==> src/window_average_to_mulaw_8k_macros.svh <==
// Assertion macros shared by the window averaging block.
`ifndef WINDOW_AVERAGE_TO_MULAW_8K_MACROS_SVH
`define WINDOW_AVERAGE_TO_MULAW_8K_MACROS_SVH

// Same-cycle implication, switched off while reset is held.
`define WAVG_ASSERT_NOW(label, clk, rst_n, ante, cons, msg) \
  label: assert property (@(posedge clk) disable iff (!rst_n) (ante) |-> (cons)) \
    else $error(msg);

// Next-cycle implication, switched off while reset is held.
`define WAVG_ASSERT_NEXT(label, clk, rst_n, ante, cons, msg) \
  label: assert property (@(posedge clk) disable iff (!rst_n) (ante) |=> (cons)) \
    else $error(msg);

`endif

==> src/wavgmu_pkg.sv <==
package wavgmu_pkg;

  localparam int          SAMPLE_W       = 16;
  localparam int          CODE_W         = 8;
  localparam int          CFG_RATE_W     = 18;
  localparam int          CFG_ADDR_W     = 3;
  localparam int          CFG_DATA_W     = 32;
  localparam int unsigned OUT_RATE       = 8000;
  localparam int unsigned MIN_RATE       = 1000;
  localparam int unsigned RESET_RATE     = 16000;
  localparam int          RESULT_CAP     = 8;
  localparam int          WAVG_MAX_WINDOW = 24;

  // Register index, taken from paddr above the byte offset
  localparam logic [CFG_ADDR_W-3:0] REG_INPUT_RATE = '0;

  localparam int unsigned MULAW_BIAS = 'h84;
  localparam int unsigned MULAW_CLIP = 32635;

  // Inverted G.711 mu-law code of a sign and magnitude (magnitude up to 32768)
  function automatic logic [CODE_W-1:0] mulaw_encode(input logic neg,
                                                     input logic [SAMPLE_W-1:0] mag);
    logic [14:0] biased;
    logic [2:0]  seg;
    logic [3:0]  mant;
    logic        sgn;
    sgn    = neg && (mag != '0);
    biased = (mag > SAMPLE_W'(MULAW_CLIP)) ? 15'(MULAW_CLIP) : mag[14:0];
    biased = biased + 15'(MULAW_BIAS);
    seg    = '0;
    for (int k = 1; k < 8; k++) begin
      if (biased[k+7]) seg = 3'(k);
    end
    mant = 4'(biased >> ({1'b0, seg} + 4'd3));
    return ~{sgn, seg, mant};
  endfunction

endpackage

==> src/window_average_to_mulaw_8k.sv <==
// Boxcar decimator to 8 kHz with a G.711 mu-law encoder.
// Input channel: in_sample (signed 16-bit PCM) and in_stream_end, taken on a
// valid/stall handshake. A request is taken only while the block is idle.
// Result channel: out_mulaw_byte and out_run_last (high on the final byte that
// a sample causes), valid/stall, from a single output register.
// Configuration: APB-style port, register input_rate at byte address 0; a
// write restarts the window state. Rates saturate to 1000 .. 8000*MAX_WINDOW.
// Sequence per request: at 8 kHz and above, ST_HI closes each window that
// ends before the sample, ST_HI_ADD accumulates the sample, ST_HI_EQ closes
// a window that ends on it and ST_DONE rebases the boundary; below 8 kHz,
// ST_LO emits the repeated bytes, then ST_DONE. An averaged byte goes
// through the restoring divider (ST_DIV), which retires one quotient bit a
// cycle, and then ST_OUT, before the sequencer returns to ST_HI, or to
// ST_DONE when the request's own sample closed the window. Below 8 kHz each
// byte goes through ST_OUT. While the receiver stalls, the pending byte
// waits in the output register and the sequencer holds until the register
// drains.
// Reset (rst_n low at a clock edge): rate 16000, window state restarted, no
// clearing pass; the block is ready in the first cycle after reset.
`include "window_average_to_mulaw_8k_macros.svh"

module window_average_to_mulaw_8k
  import wavgmu_pkg::*;
#(
  parameter int MAX_WINDOW = WAVG_MAX_WINDOW
) (
  input  logic                  clk,
  input  logic                  rst_n,
  input  logic                  in_valid,
  output logic                  in_stall,
  input  logic signed [SAMPLE_W-1:0] in_sample,
  input  logic                  in_stream_end,
  output logic                  out_valid,
  input  logic                  out_stall,
  output logic [CODE_W-1:0]     out_mulaw_byte,
  output logic                  out_run_last,
  input  logic                  cfg_psel,
  input  logic                  cfg_penable,
  input  logic                  cfg_pwrite,
  input  logic [CFG_ADDR_W-1:0] cfg_paddr,
  input  logic [CFG_DATA_W-1:0] cfg_pwdata,
  output logic [CFG_DATA_W-1:0] cfg_prdata,
  output logic                  cfg_pready
);

  localparam int SUM_W  = $clog2(MAX_WINDOW * (1 << (SAMPLE_W - 1)) + 1) + 1;
  localparam int MAG_W  = SUM_W - 1;
  localparam int CNT_W  = $clog2(MAX_WINDOW + 1);
  localparam int RATE_W = $clog2(OUT_RATE * MAX_WINDOW + 1);
  localparam int BND_W  = RATE_W + 1;
  localparam int DIVC_W = $clog2(MAG_W + 1);
  localparam int N_W    = $clog2(RESULT_CAP + 1);
  localparam int unsigned MAX_RATE = OUT_RATE * MAX_WINDOW;

  localparam logic [BND_W-1:0] OUT_RATE_B   = BND_W'(OUT_RATE);
  localparam logic [N_W-1:0]   RESULT_CAP_N = N_W'(RESULT_CAP);

  // Sequencer states
  localparam logic [2:0] ST_IDLE   = 3'd0;  // take a request
  localparam logic [2:0] ST_LO     = 3'd1;  // below 8 kHz: repeat samples
  localparam logic [2:0] ST_HI     = 3'd2;  // close windows ending before this sample
  localparam logic [2:0] ST_HI_ADD = 3'd3;  // accumulate the sample
  localparam logic [2:0] ST_HI_EQ  = 3'd4;  // close a window ending on this sample
  localparam logic [2:0] ST_DIV    = 3'd5;  // bit-serial divide of sum by count
  localparam logic [2:0] ST_OUT    = 3'd6;  // load the output register
  localparam logic [2:0] ST_DONE   = 3'd7;  // rebase the boundary, restart on stream end

  function automatic logic [RATE_W-1:0] clamp_rate(input logic [CFG_RATE_W-1:0] req);
    logic [31:0] wide;
    wide = 32'(req);
    if (wide < MIN_RATE) wide = MIN_RATE;
    else if (wide > MAX_RATE) wide = MAX_RATE;
    return RATE_W'(wide);
  endfunction

  // Control and window state
  logic [2:0]            state_r, state_nxt;
  logic [2:0]            ret_r, ret_nxt;
  logic [CFG_RATE_W-1:0] input_rate_r, input_rate_nxt;
  logic [RATE_W-1:0]     rate_use_r, rate_use_nxt;
  logic [BND_W-1:0]      d_r, d_nxt;
  logic [SUM_W-1:0]      sum_r, sum_nxt;
  logic [CNT_W-1:0]      count_r, count_nxt;
  logic [N_W-1:0]        n_r, n_nxt;
  logic                  out_valid_r, out_valid_nxt;
  logic [DIVC_W-1:0]     div_cnt_r, div_cnt_nxt;

  // Payload
  logic [SAMPLE_W-1:0]   x_r, x_nxt;
  logic                  last_r, last_nxt;
  logic                  res_last_r, res_last_nxt;
  logic                  val_neg_r, val_neg_nxt;
  logic [SAMPLE_W-1:0]   val_mag_r, val_mag_nxt;
  logic [MAG_W-1:0]      div_q_r, div_q_nxt;
  logic [CNT_W-1:0]      div_rem_r, div_rem_nxt;
  logic [CNT_W-1:0]      div_den_r, div_den_nxt;
  logic                  div_neg_r, div_neg_nxt;
  logic [CODE_W-1:0]     out_code_r, out_code_nxt;
  logic                  out_last_r, out_last_nxt;

  // Datapath
  logic [SUM_W-1:0]      x_ext;
  logic [SAMPLE_W-1:0]   x_mag;
  logic [SUM_W-1:0]      sum_mag;
  logic [BND_W-1:0]      rate_b;
  logic [BND_W-1:0]      d_add;
  logic [N_W-1:0]        n_inc;
  logic [CNT_W:0]        rem_sh;
  logic [CNT_W:0]        rem_sub;
  logic                  rem_ge;
  logic [MAG_W-1:0]      q_step;
  logic                  slot_free;
  logic                  cfg_sel_rate;
  logic                  cfg_wr;
  logic [RATE_W-1:0]     rate_wr;

  assign x_ext   = {{(SUM_W - SAMPLE_W){x_r[SAMPLE_W-1]}}, x_r};
  assign x_mag   = x_r[SAMPLE_W-1] ? (~x_r + SAMPLE_W'(1)) : x_r;
  assign sum_mag = sum_r[SUM_W-1] ? (~sum_r + SUM_W'(1)) : sum_r;
  assign rate_b  = {1'b0, rate_use_r};
  assign d_add   = d_r + rate_b;
  assign n_inc   = n_r + N_W'(1);

  // One restoring step: shift in the next dividend bit, subtract if it fits
  assign rem_sh  = {div_rem_r, div_q_r[MAG_W-1]};
  assign rem_ge  = rem_sh >= {1'b0, div_den_r};
  assign rem_sub = rem_sh - {1'b0, div_den_r};
  assign q_step  = {div_q_r[MAG_W-2:0], rem_ge};

  assign slot_free    = !out_valid_r || !out_stall;
  assign cfg_sel_rate = cfg_paddr[CFG_ADDR_W-1:2] == REG_INPUT_RATE;
  assign cfg_wr       = cfg_psel && cfg_penable && cfg_pwrite && cfg_pready && cfg_sel_rate;
  assign rate_wr      = clamp_rate(cfg_pwdata[CFG_RATE_W-1:0]);

  always_comb begin
    state_nxt      = state_r;
    ret_nxt        = ret_r;
    input_rate_nxt = input_rate_r;
    rate_use_nxt   = rate_use_r;
    d_nxt          = d_r;
    sum_nxt        = sum_r;
    count_nxt      = count_r;
    n_nxt          = n_r;
    out_valid_nxt  = out_valid_r;
    div_cnt_nxt    = div_cnt_r;
    x_nxt          = x_r;
    last_nxt       = last_r;
    res_last_nxt   = res_last_r;
    val_neg_nxt    = val_neg_r;
    val_mag_nxt    = val_mag_r;
    div_q_nxt      = div_q_r;
    div_rem_nxt    = div_rem_r;
    div_den_nxt    = div_den_r;
    div_neg_nxt    = div_neg_r;
    out_code_nxt   = out_code_r;
    out_last_nxt   = out_last_r;

    // Drop the byte once the receiver takes it
    if (out_valid_r && !out_stall) out_valid_nxt = 1'b0;

    case (state_r)
      ST_IDLE: begin
        if (in_valid) begin
          x_nxt     = in_sample;
          last_nxt  = in_stream_end;
          n_nxt     = '0;
          state_nxt = (rate_use_r < RATE_W'(OUT_RATE)) ? ST_LO : ST_HI;
        end
      end
      ST_LO: begin
        if (d_r <= OUT_RATE_B && n_r < RESULT_CAP_N) begin
          // Boundary before this sample: repeat the previous one
          if (d_r < rate_b) begin
            val_neg_nxt = sum_r[SUM_W-1];
            val_mag_nxt = sum_mag[SAMPLE_W-1:0];
          end else begin
            val_neg_nxt = x_r[SAMPLE_W-1];
            val_mag_nxt = x_mag;
          end
          res_last_nxt = !(d_add <= OUT_RATE_B && n_inc < RESULT_CAP_N);
          d_nxt        = d_add;
          n_nxt        = n_inc;
          ret_nxt      = ST_LO;
          state_nxt    = ST_OUT;
        end else begin
          sum_nxt   = x_ext;
          count_nxt = CNT_W'(1);
          state_nxt = ST_DONE;
        end
      end
      ST_HI: begin
        if (d_r < OUT_RATE_B) begin
          div_q_nxt    = sum_mag[MAG_W-1:0];
          div_rem_nxt  = '0;
          div_den_nxt  = count_r;
          div_neg_nxt  = sum_r[SUM_W-1];
          div_cnt_nxt  = DIVC_W'(MAG_W);
          sum_nxt      = '0;
          count_nxt    = '0;
          res_last_nxt = !(d_add <= OUT_RATE_B);
          d_nxt        = d_add;
          ret_nxt      = ST_HI;
          state_nxt    = ST_DIV;
        end else begin
          state_nxt = ST_HI_ADD;
        end
      end
      ST_HI_ADD: begin
        sum_nxt   = sum_r + x_ext;
        count_nxt = count_r + CNT_W'(1);
        state_nxt = ST_HI_EQ;
      end
      ST_HI_EQ: begin
        if (d_r == OUT_RATE_B) begin
          div_q_nxt    = sum_mag[MAG_W-1:0];
          div_rem_nxt  = '0;
          div_den_nxt  = count_r;
          div_neg_nxt  = sum_r[SUM_W-1];
          div_cnt_nxt  = DIVC_W'(MAG_W);
          sum_nxt      = '0;
          count_nxt    = '0;
          res_last_nxt = 1'b1;
          d_nxt        = d_add;
          ret_nxt      = ST_DONE;
          state_nxt    = ST_DIV;
        end else begin
          state_nxt = ST_DONE;
        end
      end
      ST_DIV: begin
        div_q_nxt   = q_step;
        div_rem_nxt = rem_ge ? rem_sub[CNT_W-1:0] : rem_sh[CNT_W-1:0];
        div_cnt_nxt = div_cnt_r - DIVC_W'(1);
        if (div_cnt_r == DIVC_W'(1)) begin
          // An empty window averages to zero
          val_neg_nxt = div_neg_r;
          val_mag_nxt = (div_den_r == '0) ? '0 : q_step[SAMPLE_W-1:0];
          state_nxt   = ST_OUT;
        end
      end
      ST_OUT: begin
        if (slot_free) begin
          out_valid_nxt = 1'b1;
          out_code_nxt  = mulaw_encode(val_neg_r, val_mag_r);
          out_last_nxt  = res_last_r;
          state_nxt     = ret_r;
        end
      end
      ST_DONE: begin
        d_nxt = (d_r > OUT_RATE_B) ? (d_r - OUT_RATE_B) : '0;
        if (last_r) begin
          d_nxt     = rate_b;
          sum_nxt   = '0;
          count_nxt = '0;
        end
        state_nxt = ST_IDLE;
      end
      default: begin
        state_nxt = ST_IDLE;
      end
    endcase

    // A rate write restarts the stream
    if (cfg_wr) begin
      input_rate_nxt = cfg_pwdata[CFG_RATE_W-1:0];
      rate_use_nxt   = rate_wr;
      d_nxt          = {1'b0, rate_wr};
      sum_nxt        = '0;
      count_nxt      = '0;
    end
  end

  always_ff @(posedge clk) begin
    if (!rst_n) begin
      state_r      <= ST_IDLE;
      ret_r        <= ST_IDLE;
      input_rate_r <= CFG_RATE_W'(RESET_RATE);
      rate_use_r   <= clamp_rate(CFG_RATE_W'(RESET_RATE));
      d_r          <= {1'b0, clamp_rate(CFG_RATE_W'(RESET_RATE))};
      sum_r        <= '0;
      count_r      <= '0;
      n_r          <= '0;
      out_valid_r  <= 1'b0;
      div_cnt_r    <= '0;
    end else begin
      state_r      <= state_nxt;
      ret_r        <= ret_nxt;
      input_rate_r <= input_rate_nxt;
      rate_use_r   <= rate_use_nxt;
      d_r          <= d_nxt;
      sum_r        <= sum_nxt;
      count_r      <= count_nxt;
      n_r          <= n_nxt;
      out_valid_r  <= out_valid_nxt;
      div_cnt_r    <= div_cnt_nxt;
    end
  end

  always_ff @(posedge clk) begin
    x_r        <= x_nxt;
    last_r     <= last_nxt;
    res_last_r <= res_last_nxt;
    val_neg_r  <= val_neg_nxt;
    val_mag_r  <= val_mag_nxt;
    div_q_r    <= div_q_nxt;
    div_rem_r  <= div_rem_nxt;
    div_den_r  <= div_den_nxt;
    div_neg_r  <= div_neg_nxt;
    out_code_r <= out_code_nxt;
    out_last_r <= out_last_nxt;
  end

  assign in_stall       = state_r != ST_IDLE;
  assign out_valid      = out_valid_r;
  assign out_mulaw_byte = out_code_r;
  assign out_run_last   = out_last_r;
  assign cfg_pready     = 1'b1;
  assign cfg_prdata     = cfg_sel_rate ? CFG_DATA_W'(input_rate_r) : '0;

  // A taken request makes the sequencer busy in the next cycle
  `WAVG_ASSERT_NEXT(a_busy_after_request, clk, rst_n, in_valid && !in_stall, in_stall,
    "request taken but sequencer did not go busy")

  // Between requests the next boundary lies within one input period
  `WAVG_ASSERT_NOW(a_boundary_range, clk, rst_n, state_r == ST_IDLE,
    d_r != '0 && d_r <= rate_b, "boundary distance out of range while idle")

  // A partial window never holds more samples than the widest window
  `WAVG_ASSERT_NOW(a_count_bound, clk, rst_n, state_r == ST_IDLE,
    count_r <= CNT_W'(MAX_WINDOW), "window count exceeds MAX_WINDOW")

endmodule

==> config.mk <==
export PLATFORM = sky130hd
export DESIGN_NAME = window_average_to_mulaw_8k
export DESIGN_NICKNAME = d
export VERILOG_FILES = /design/src/wavgmu_pkg.sv /design/src/window_average_to_mulaw_8k.sv
export VERILOG_INCLUDE_DIRS = /design/src /design/src/src
export SDC_FILE = /design/constraint.sdc
export NUM_CORES = 1
export LEC_CHECK = 0
export BUFFER_PORTS_ARGS = -buffer_cell sky130_fd_sc_hd__buf_2
export CORE_UTILIZATION = 30
export CTS_BUF_LIST = sky130_fd_sc_hd__clkbuf_16
export DETAILED_ROUTE_END_ITERATION = 7
export MAX_ROUTING_LAYER = met4
export PLACE_DENSITY = 0.46
export SYNTH_ARGS = -nofsm -noshare
export SYNTH_HDL_FRONTEND = slang
export SYNTH_SLANG_ARGS = --single-unit
==> constraint.sdc <==
create_clock -name clk -period 5.1 [get_ports clk]
set_input_delay 0 -clock clk [delete_from_list [all_inputs] [get_ports clk]]
set_output_delay 0 -clock clk [all_outputs]
set_load 0.1 [all_outputs]
; Word level (Yosys, flattened, before mapping)
; Cells that the tools add are included.
[word_totals]
regBits = 172
in_bits = 59
elab_cells = 184
[op_classes]
addsub = 11
magnitude_cmp = 12
n_eq_ne = 20
shifts = 1
n_mux = 77
n_bitwise = 5
reduce_logical = 36
[op_table]
columns = operator, count
row1 = case mux 21 bit (5 select lines), 1
row2 = 2-to-1 mux 19 bit, 5
row3 = 2-to-1 mux 21 bit, 4
row4 = 2-to-1 mux 16 bit, 5
row5 = case mux 19 bit (4 select lines), 1
row6 = 2-to-1 mux 18 bit, 4
row7 = 2-to-1 mux 20 bit, 3
row8 = case mux 20 bit (3 select lines), 1
row9 = 2-to-1 mux 3 bit, 15
row10 = 2-to-1 mux 5 bit, 9
row11 = "<= comparator 19 x 13 -> 1 bit, second input constant", 2
row12 = case mux 16 bit (2 select lines), 1
row13 = case mux 5 bit (3 select lines), 2
row14 = case mux 5 bit (5 select lines), 1
row15 = case mux 3 bit (8 select lines), 1
row16 = adder 21 bit, 1
row17 = "adder 20 x 1 -> 20 bit, second input constant", 1
row18 = NOT 20 bit, 1
row19 = adder 19 x 18 -> 19 bit, 1
row20 = "== test 19 x 13 -> 1 bit, second input constant", 1
row21 = "> comparator 19 x 13 -> 1 bit, second input constant", 1
row22 = "< comparator 19 x 13 -> 1 bit, second input constant", 1
row23 = < comparator 19 x 18 -> 1 bit, 1
row24 = "subtractor 19 x 13 -> 19 bit, second input constant", 1
row25 = 47 further kinds, 98

; Depth between registers and ports, before layout
; Gate-level depths: netlist of the first run.
[depth]
ltp_word = 15
mapped_depth = 15

; Worst setup path after synthesis of the first run
; OpenSTA, ideal clock, no wires.
[synth_timing]
path_kind = register to register
start = register val_mag_r[10]
end = register out_code_r[2] (netlist: out_mulaw_byte[2]) (data pin)
arrival_time_ns = 3.003
required_ns = 4.842
path_slack_ns = 1.839
path_stages_with_launch = 16
synth_period_minus_slack_ns = 3.261
cell_sequence = edfxtp_1 > buf_2 > nand4_1 > nor2_1 > a21oi_1 > and2_1 > ha_1 > inv_1 > o21ai_1 > o21ai_1 > o2bb2ai_1 > or2_1 > clkbuf_1 > a21boi_0 > or2_1 > o221a_2
[synth_between]
elab_chain_cells = 15
[synth_lines]
columns = item, line_no
row1 = start: declaration, window_average_to_mulaw_8k.sv:93  ; logic [SAMPLE_W-1:0] val_mag_r, val_mag_nxt;
row2 = start signal: assignment, window_average_to_mulaw_8k.sv:304  ; val_mag_r <= val_mag_nxt;
row3 = > comparator 16 x 15 -> 1 bit, wavgmu_pkg.sv:28  ; biased = (mag > SAMPLE_W'(MULAW_CLIP)) ? 15'(MULAW_CLIP) : mag[14:0];
row4 = 2-to-1 mux 15 bit (*), wavgmu_pkg.sv:28
row5 = adder 15 x 8 -> 15 bit (*), wavgmu_pkg.sv:29  ; biased = biased + 15'(MULAW_BIAS);
row6 = 2-to-1 mux 1 bit, wavgmu_pkg.sv:32  ; if (biased[k+7]) seg = 3'(k);
row7 = 2-to-1 mux 3 bit (6 in series), wavgmu_pkg.sv:32
row8 = 2-to-1 mux 3 bit, window_average_to_mulaw_8k.sv:242  ; if (slot_free) begin
row9 = 2-to-1 mux 3 bit, window_average_to_mulaw_8k.sv:161  ; case (state_r)
row10 = adder 3 x 2 -> 4 bit, wavgmu_pkg.sv:34  ; mant = 4'(biased >> ({1'b0, seg} + 4'd3));
row11 = right shift 15 x 4 -> 4 bit (*), wavgmu_pkg.sv:34
row12 = NOT 8 bit (*), wavgmu_pkg.sv:35  ; return ~{sgn, seg, mant};
row13 = end signal: assignment, window_average_to_mulaw_8k.sv:309  ; out_code_r <= out_code_nxt;
row14 = end: declaration, window_average_to_mulaw_8k.sv:98  ; logic [CODE_W-1:0] out_code_r, out_code_nxt;
; Every way passes the cells marked *; elsewhere a longest branch is shown, timed or not. The select of a mux whose other input is x is not followed.
; A chain may end at the register's enable or synchronous reset.

; Final worst setup path of the first run
[layout_timing]
start = register val_mag_r[5]
end = register out_code_r[1] (netlist: out_mulaw_byte[1]) (data pin)
; Same word-level chain as after synthesis.

==> impl_metrics.json, run 1 <==
{
  "port_buffers": 71,
  "grt_pass1_wl_um": 56000,
  "p_int_w": 0.00363,
  "gp_congestion": 0.863,
  "ir_worst_vdd_v": 0.000267,
  "setup_viol": 0,
  "synth.top_cell.area_share_pct": 18.8,
  "grt_pass1_vias": 10300,
  "yosysWarnings": 0,
  "tightest_slew_ns": 1.09,
  "layout.cells.non_filler": 2025,
  "antenna_found_initial": 0,
  "combPwrFrac_pct": 45.6,
  "synthTopCellsByArea": "edfxtp_1 (19%), dfxtp_1 (16%), ha_1 (7.3%), a21oi_1 (5.0%), nor2_1 (4.2%)",
  "clk_pin_slew_ns": 0.07,
  "placed_cells": 1956,
  "post_cts_resized": 0,
  "min_period_over_period_pct": 85.3,
  "p_sw_share_pct": 43.4,
  "p_leak_nw": 5.43,
  "path_max_fanout": 13,
  "synth_edf_count": 75,
  "critPathKind": "reg2reg",
  "dp_hpwl_um": 25600,
  "wl_per_cell_um": 17.3,
  "drtAntennaViolNets": 0,
  "place_ws_ns": 0.925,
  "cts.path.max_buffers": 2,
  "area_delta_synth_final_pct": 14.8,
  "hold_class": "in2reg",
  "die_x_um": 202,
  "synth_ff_type": "dfxtp_1",
  "ys_ff_latch": 172,
  "fin_crit_ns": 4.35,
  "max_freq_mhz": 230,
  "initial_core_util_pct": 30.7,
  "vias": 10700,
  "pwr-share-seq_pct": 33.3,
  "arrival_ns": 4.52,
  "tns_ns": 0,
  "p_per_area_mw_per_mm2": 466,
  "grt_start_max_net_pins": 61,
  "grt_overflow": 0,
  "final_cell_mix": "nor2_1 (133), nand2_1 (123), a21oi_1 (120)",
  "track_usage_pct": 17.8,
  "critPathLaunch": "val_mag_r[5]$_DFFE_PP_",
  "switching_power_w": 0.00278,
  "dieArea_sq_mm": 0.0407,
  "syn_area_sq_mm": 0.0120,
  "relSlewSlack_pct": 25.6,
  "cts.sinks": 172,
  "r2r-start": "val_mag_r[5]$_DFFE_PP_",
  "cts_tree": "done",
  "cts-root-buf": "clkbuf_16",
  "critPathLaunchType": "register",
  "synthArstFlopShare_pct": 0,
  "die_y_um": 202,
  "synth.largest_area_cell": "edfxtp_1",
  "layout.nets": 1626,
  "drcViolationCount": 0,
  "final_common_cell": "nor2_1",
  "cp_data_required_time_ns": 5.27,
  "dr.first_iter.drc_count": 660,
  "grt_setup_unrepaired": "no",
  "p_clk_share_pct": 21.1,
  "clk_latency_ns": 0.46,
  "fin_ws_ns": 0.750,
  "drt-vias-per-instance": 5.27,
  "skew_ns": 0.0108,
  "drt-pass1-iter-count": 5,
  "drt_wl_total_um": 35100,
  "syn_avg_cell_area_sq_um": 8.44,
  "pin_count": 103,
  "synth_cells": 1419,
  "cts_made_buffers": 17,
  "h-tree-depth": 4,
  "synth.distinct_cells": 90,
  "hold_viol_final": 0,
  "yosysSeqAreaShare_pct": 35.0,
  "std_cell_rows": 72,
  "drive_above_1_share_pct": 9.36,
  "diodes": 0,
  "cp-end-kind": "register",
  "worstHoldStart": "rst_n",
  "coreArea_sq_mm": 0.0390,
  "max-cap-violations": 0,
  "slew_violations": 0,
  "status": "complete, no violations"
}
## cell usage after synthesis, drive strengths merged, types with 17 or more instances
master and number:
a211oi 17, nand2 124, nor3 43, nor2 133, inv 70, xnor2 37
ha 70, buf 27, xor2 46, mux2i 28, dfxtp 97, nand3 35
a221oi 18, a21oi 121, nor2b 33, edfxtp 75, clkbuf 51, o21ai 102
## routing by layer
metal | share of wire [%] | vias up | global-route usage (%) | wire length [um]
met5 | 0 | - | - | 0
met4 | 1.2 | 0 | 4.36 | 428
met3 | 3.8 | 34 | 2.89 | 1340
met2 | 44 | 215 | 27.2 | 15500
met1 | 51 | 5077 | 24.5 | 17800
li1 | - | 5342 | - | -
## metrics by stage
step	utilization [%]	total power (W)	cell area, sq um	hold slack (ns)
global route	35.3	0.00689	13800	0.0583
global placement	32.8	0.00503	12800	0.176
detailed placement	32.8	0.00505	12800	0.178
finish	35.3	0.00641	13800	0.0677
CTS	35.3	0.00646	13800	0.0468
floorplan	-	0.00430	12000	0.0989
## layout make-up
class	count	area, sq um
Inverter	72	270
Multi-Input combinational cell	1110	7210
Timing Repair Buffer	121	823
Clock buffer	18	450
Clock inverter	14	153
Fill cell	4097	25300
Sequential cell	172	4190
Tap cell	518	648
## registers in the layout, summed over array words and instances (netlist names), 3 cells and up
signal and cells:
count_r 5, div_rem_r 5, div_q_r 20, rate_use_r 18
d_r 19, input_rate_r 18, div_den_r 5, x_r 16
n_r 4, sum_r 21, div_cnt_r 5, state_r 3
ret_r 3, out_mulaw_byte 8, val_mag_r 16
## worst max-delay path: stages (launching register included)
cell	delay [ns]
edfxtp_1	0.51
nand4_1	0.18
o21ai_0	0.44
a21oi_1	0.25
nand2b_1	0.13
ha_1	0.43
inv_1	0.23
o21ai_1	0.39
o21ai_1	0.25
a2bb2oi_1	0.24
nor3_1	0.50
nand3_1	0.24
a21oi_1	0.21
a311oi_1	0.07
## kinds of logic after synthesis
group,count (synthesis),share of synthesized area [%]
AOI/OAI and AO/OA,427,23.3
xor gates and xnor gates,83,6.07
adders and majority gates,73,7.81
buffers and inverters,150,5.39
DFF,172,35.0
muxes,30,2.53
other,2,0.0627
and+or+nand+nor,482,19.8
## power by group through the flow
stage / sequential [W] / clock (W) / combinational [W]
after floorplan: 0.00205 / 0 / 0.00226
after global placement: 0.00216 / 0 / 0.00288
after detailed placement: 0.00216 / 0 / 0.00289
after CTS: 0.00213 / 0.00140 / 0.00293
after global routing: 0.00218 / 0.00145 / 0.00326
final: 0.00213 / 0.00135 / 0.00292
## repair_timing
action,in CTS,in global routing
buffers inserted,0,0
hold buffers,37,0
hold endpoints to repair,65,0
## path summary, 6_finish.rpt
path / to / slack [ns] / cells past startpoint
setup / recovery: out_mulaw_byte[1]$_DFFE_PP_ / 0.75 / 13
hold / removal: input_rate_r[9]$_SDFFE_PN1P_ / 0.07 / 2
setup reg to reg: out_mulaw_byte[1]$_DFFE_PP_ / 0.75 / 13
hold reg to reg: div_den_r[4]$_DFFE_PP_ / 0.45 / 0
No activity file was read; power rests on OpenSTA's default activity.
==> inputs of run 2 (changes only) <==
- PLACE_DENSITY: 0.46 -> 0.47
- clock period: 5.1 -> 3.7 ns (I/O delays scaled with it)
==> impl_metrics.json, run 2 (synthesis results as in run 1) <==
{
  "worstHoldStart": "rst_n",
  "pin_count": 103,
  "arrival_ns": 3.57,
  "die_y_um": 202,
  "final_cell_mix": "nor2_1 (133), nand2_1 (123), a21oi_1 (119)",
  "track_usage_pct": 17.7,
  "cp-end-kind": "register",
  "hold_class": "in2reg",
  "placed_cells": 1995,
  "final_area_sq_mm": 0.0141,
  "drt-vias-per-instance": 5.20,
  "reg2reg_slack_ns": 0.33,
  "r2r-start": "val_mag_r[8]$_DFFE_PP_",
  "placed_cell_area_sq_mm": 0.0131,
  "diodes": 0,
  "max_freq_mhz": 297,
  "p_per_area_mw_per_mm2": 637,
  "coreArea_sq_mm": 0.0390,
  "initial_core_util_pct": 30.7,
  "std_cell_rows": 72,
  "die_x_um": 202,
  "status": "complete, no violations",
  "dieArea_sq_mm": 0.0407,
  "wl_per_cell_um": 16.8,
  "cts.sinks": 172,
  "path_max_fanout": 8,
  "final_common_cell": "nor2_1",
  "relSlewSlack_pct": 27.2,
  "dr.first_iter.drc_count": 615,
  "skew_ns": 0.0188,
  "ir_worst_vdd_v": 0.000347,
  "dp_hpwl_um": 26300,
  "reg2reg_depth": 13,
  "fin_crit_ns": 3.37,
  "grt_start_max_net_pins": 54,
  "slew_violations": 0,
  "drt-pass1-iter-count": 5,
  "cts_tree": "done",
  "drt_wl_total_um": 34700,
  "setup_viol": 0,
  "p_leak_nw": 5.65,
  "critPathKind": "reg2reg",
  "layout.cells.non_filler": 2064,
  "clk_latency_ns": 0.46,
  "drtAntennaViolNets": 0,
  "critPathLaunchType": "register",
  "top_regs": "sum_r: 21 flops, div_q_r: 20 flops, d_r: 19 flops",
  "drive_above_1_share_pct": 11.6,
  "r2r_end": "out_mulaw_byte[2]$_DFFE_PP_",
  "tns_ns": 0,
  "clk_pin_slew_ns": 0.07,
  "cts.path.max_buffers": 2,
  "min_period_over_period_pct": 91.2,
  "largest_register_ff_count": 21,
  "grt_pass1_vias": 10300,
  "grt_setup_unrepaired": "no",
  "grt_overflow": 0,
  "port_buffers": 71,
  "tightest_slew_ns": 1.06,
  "h-tree-depth": 4,
  "drcViolationCount": 0,
  "area_delta_synth_final_pct": 17.6,
  "max-cap-violations": 0,
  "min_path_cells": 3,
  "cp_data_required_time_ns": 3.90,
  "grt_pass1_wl_um": 55900,
  "layout.nets": 1665,
  "cts_made_buffers": 17,
  "antenna_found_initial": 0,
  "vias": 10700,
  "hold_viol_final": 0,
  "largest_register": "sum_r",
  "gp_congestion": 0.888,
  "cts-root-buf": "clkbuf_16",
  "worstHoldEndpoint": "input_rate_r[10]$_SDFFE_PN1P_"
}
[run 2: worst max path at each step]
stage	end	cells after the start	startpoint	slack, ns
after floorplan	out_mulaw_byte[2]$_DFFE_PP_	15	val_mag_r[10]$_DFFE_PP_	0.44
after global placement	out_mulaw_byte[2]$_DFFE_PP_	13	val_mag_r[8]$_DFFE_PP_	0.19
after detailed placement	out_mulaw_byte[2]$_DFFE_PP_	13	val_mag_r[8]$_DFFE_PP_	0.15
after CTS	out_mulaw_byte[2]$_DFFE_PP_	13	val_mag_r[8]$_DFFE_PP_	0.15
after global routing	out_mulaw_byte[2]$_DFFE_PP_	13	val_mag_r[8]$_DFFE_PP_	0.06
final	out_mulaw_byte[2]$_DFFE_PP_	13	val_mag_r[8]$_DFFE_PP_	0.33
[run 2: repair_timing]
action,4_1_cts,5_1_grt
gates resized for setup,0,3
setup endpoints to repair,0,4
buffers inserted,0,0
endpoints found under the hold margin,66,0
hold buffers,37,0
[run 2: layer usage]
layer	vias up	global-route usage (%)	wire length [um]
met3	27	2.79	1240
met4	0	4.57	464
li1	5416	-	-
met1	5080	24.7	17800
met5	-	-	0
met2	214	26.5	15200
[run 2: area by class of cell]
type                            count  area (sq um)
Clock inverter                     11           113
Multi-Input combinational cell   1110          7210
Inverter                           72           270
Timing Repair Buffer              160          1120
Sequential cell                   172          4190
Fill cell                        4014         24900
Clock buffer                       21           526
Tap cell                          518           648
[run 2: per-stage QoR]
step | hold slack, ns | worst slack [ns] | util (%) | power [W]
3_3_place_gp | 0.176 | 0.194 | 33.5 | 0.00701
2_1_floorplan | 0.0989 | 0.439 | - | 0.00593
6_report | 0.0189 | 0.327 | 36.1 | 0.00898
3_5_place_dp | 0.179 | 0.153 | 33.5 | 0.00704
5_1_grt | 0.0417 | 0.0588 | 36.1 | 0.00965
4_1_cts | 0.00545 | 0.148 | 36.1 | 0.00905
[run 2: critical path, cell delays in order (launching register included)]
cell and delay [ns]:
edfxtp_1 0.49, nand4_1 0.20, o21ai_1 0.24, a21oi_2 0.12
and2_1 0.17, ha_1 0.18, inv_1 0.16, nor2_1 0.07
a211o_1 0.31, o211a_1 0.23, o21ai_1 0.30, a21boi_0 0.17
or2_1 0.23, o221a_2 0.24
[run 2: power breakdown]
part	switching, W	total (W)	internal, W
clock network	0.000839	0.00194	0.00111
registers	0.000439	0.00289	0.00245
logic	0.00251	0.00414	0.00163
total	0.00379	0.00898	0.00518
==> inputs of run 3 (changes only) <==
- CTS_BUF_LIST: sky130_fd_sc_hd__clkbuf_16 -> sky130_fd_sc_hd__clkbuf_4 sky130_fd_sc_hd__clkbuf_8 sky130_fd_sc_hd__clkbuf_16
==> impl_metrics.json, run 3 (synthesis results as in run 1) <==
{
  "h-tree-depth": 4,
  "track_usage_pct": 17.7,
  "grt_setup_unrepaired": "no",
  "drt_wl_total_um": 34700,
  "clk_latency_ns": 0.45,
  "port_buffers": 71,
  "crit_top_cell": "o21ai_1",
  "die_y_um": 202,
  "dieArea_sq_mm": 0.0407,
  "cp_slowest_stage_delay_ns": 0.49,
  "cp_data_required_time_ns": 3.90,
  "grt_pass1_wl_um": 55900,
  "cts_setup_buffers": 0,
  "drive_above_1_share_pct": 11.7,
  "cts.sinks": 172,
  "top_regs": "sum_r: 21 flops, div_q_r: 20 flops, d_r: 19 flops",
  "drt-vias-per-instance": 5.20,
  "slew_violations": 0,
  "max-cap-violations": 0,
  "p_leak_nw": 5.65,
  "gp_congestion": 0.888,
  "wl_per_cell_um": 16.8,
  "cts.path.max_buffers": 2,
  "hold_viol_final": 0,
  "largest_register_ff_count": 21,
  "vias": 10700,
  "cp_num_buf_inv": 1,
  "drt-pass1-iter-count": 5,
  "path_cells": "nand4_1, o21ai_1, a21oi_2, and2_1, ha_1, inv_1, nor2_1, a211o_1, o211a_1, o21ai_1, a21boi_0, or2_1, o221a_2",
  "tightest_slew_ns": 1.05,
  "diodes": 0,
  "pin_count": 103,
  "status": "complete, no violations",
  "drtAntennaViolNets": 0,
  "cp-end-kind": "register",
  "p_per_area_mw_per_mm2": 639,
  "dp_hpwl_um": 26300,
  "largest_register": "sum_r",
  "skew_ns": 0.0128,
  "fillers": 4012,
  "antenna_found_initial": 0,
  "clk_pin_slew_ns": 0.07,
  "layout.cells.non_filler": 2064,
  "critPathLaunchType": "register",
  "final_cell_mix": "nor2_1 (133), nand2_1 (123), a21oi_1 (119)",
  "hold_class": "in2reg",
  "cts_made_buffers": 17,
  "setup_viol": 0,
  "placed_cells": 1995,
  "cts_tree": "done",
  "relSlewSlack_pct": 28.0,
  "max_freq_mhz": 297,
  "path_delay_family": "compound AO/OA/AOI/OAI gates",
  "grt_start_max_net_pins": 54,
  "final_common_cell": "nor2_1",
  "initial_core_util_pct": 30.7,
  "tns_ns": 0,
  "crit_path_top_delay_cell": "edfxtp_1",
  "critPathKind": "reg2reg",
  "grt_pass1_vias": 10300,
  "cts-root-buf": "clkbuf_16",
  "layout.nets": 1665,
  "coreArea_sq_mm": 0.0390,
  "path_max_fanout": 8,
  "min_period_over_period_pct": 91.0,
  "fin_crit_ns": 3.37,
  "arrival_ns": 3.56,
  "grt_overflow": 0,
  "ir_worst_vdd_v": 0.000347,
  "area_delta_synth_final_pct": 17.7,
  "std_cell_rows": 72,
  "drcViolationCount": 0,
  "die_x_um": 202,
  "dr.first_iter.drc_count": 630
}
[run 3: changes by cell type in the layout (fill, tap and decap cells not counted)]
cell      previous run  this run
clkbuf_4             0         1
inv_1               70        69
clkbuf_8             0         1
inv_2                2         1
[run 3: path summary, 6_finish.rpt]
| check | start | endpoint | slack (ns) | cells after the start |
|---|---|---|---|---|
| worst max-delay path | val_mag_r[8]$_DFFE_PP_ | out_mulaw_byte[2]$_DFFE_PP_ | 0.33 | 13 |
| worst min-delay path | rst_n | input_rate_r[10]$_SDFFE_PN1P_ | 0.02 | 3 |
| worst max register to register | val_mag_r[8]$_DFFE_PP_ | out_mulaw_byte[2]$_DFFE_PP_ | 0.33 | 13 |
| worst min register to register | input_rate_r[3]$_SDFFE_PN0P_ | input_rate_r[3]$_SDFFE_PN0P_ | 0.45 | 2 |
[run 3: what timing repair did]
item                                    4_1_cts  5_1_grt
hold buffers                                 37        0
endpoints found under the setup margin        0        4
gates resized for setup                       0        3
hold endpoints to repair                     66        0
[run 3: through the flow]
| step | worst slack [ns] | hold WS (ns) | utilization, % | total power [W] | area (sq um) |
|---|---|---|---|---|---|
| 4_1_cts | 0.148 | 0.00546 | 36.1 | 0.00908 | 14100 |
| 2_1_floorplan | 0.439 | 0.0989 | - | 0.00593 | 12000 |
| 6_report | 0.334 | 0.0242 | 36.1 | 0.00901 | 14100 |
| 3_3_place_gp | 0.194 | 0.176 | 33.5 | 0.00701 | 13100 |
| 5_1_grt | 0.0588 | 0.0425 | 36.1 | 0.00968 | 14100 |
| 3_5_place_dp | 0.153 | 0.179 | 33.5 | 0.00704 | 13100 |
[run 3: area by class of cell]
class / instances / area (sq um) / share of cell area, %
Clock buffer: 23 / 547 / 3.88
Inverter: 72 / 270 / 1.92
Clock inverter: 9 / 105 / 0.746
Multi-Input combinational cell: 1110 / 7210 / 51.2
Sequential cell: 172 / 4190 / 29.8
Tap cell: 518 / 648 / 4.60
Timing Repair Buffer: 160 / 1120 / 7.92
[run 3: metal layers]
layer / vias to the layer above / share of wire, % / track usage (%)
met5: - / 0 / -
met4: 0 / 1.4 / 4.57
met3: 29 / 3.8 / 2.79
met2: 231 / 44 / 26.5
met1: 5049 / 51 / 24.7
li1: 5416 / - / -
[run 3: worst reg2reg max path, cell delays in order (launching register included)]
cell and delay (ns):
edfxtp_1 0.49, nand4_1 0.19, o21ai_1 0.24, a21oi_2 0.12
and2_1 0.17, ha_1 0.18, inv_1 0.17, nor2_1 0.07
a211o_1 0.32, o211a_1 0.23, o21ai_1 0.30, a21boi_0 0.17
or2_1 0.23, o221a_2 0.24
[run 3: report_power, final]
group | leakage, nW | switching [W] | internal (W)
Combinational | 3.85 | 0.00252 | 0.00163
Clock | 0.323 | 0.000839 | 0.00114
Sequential | 1.48 | 0.000437 | 0.00245
Total | 5.65 | 0.00379 | 0.00521
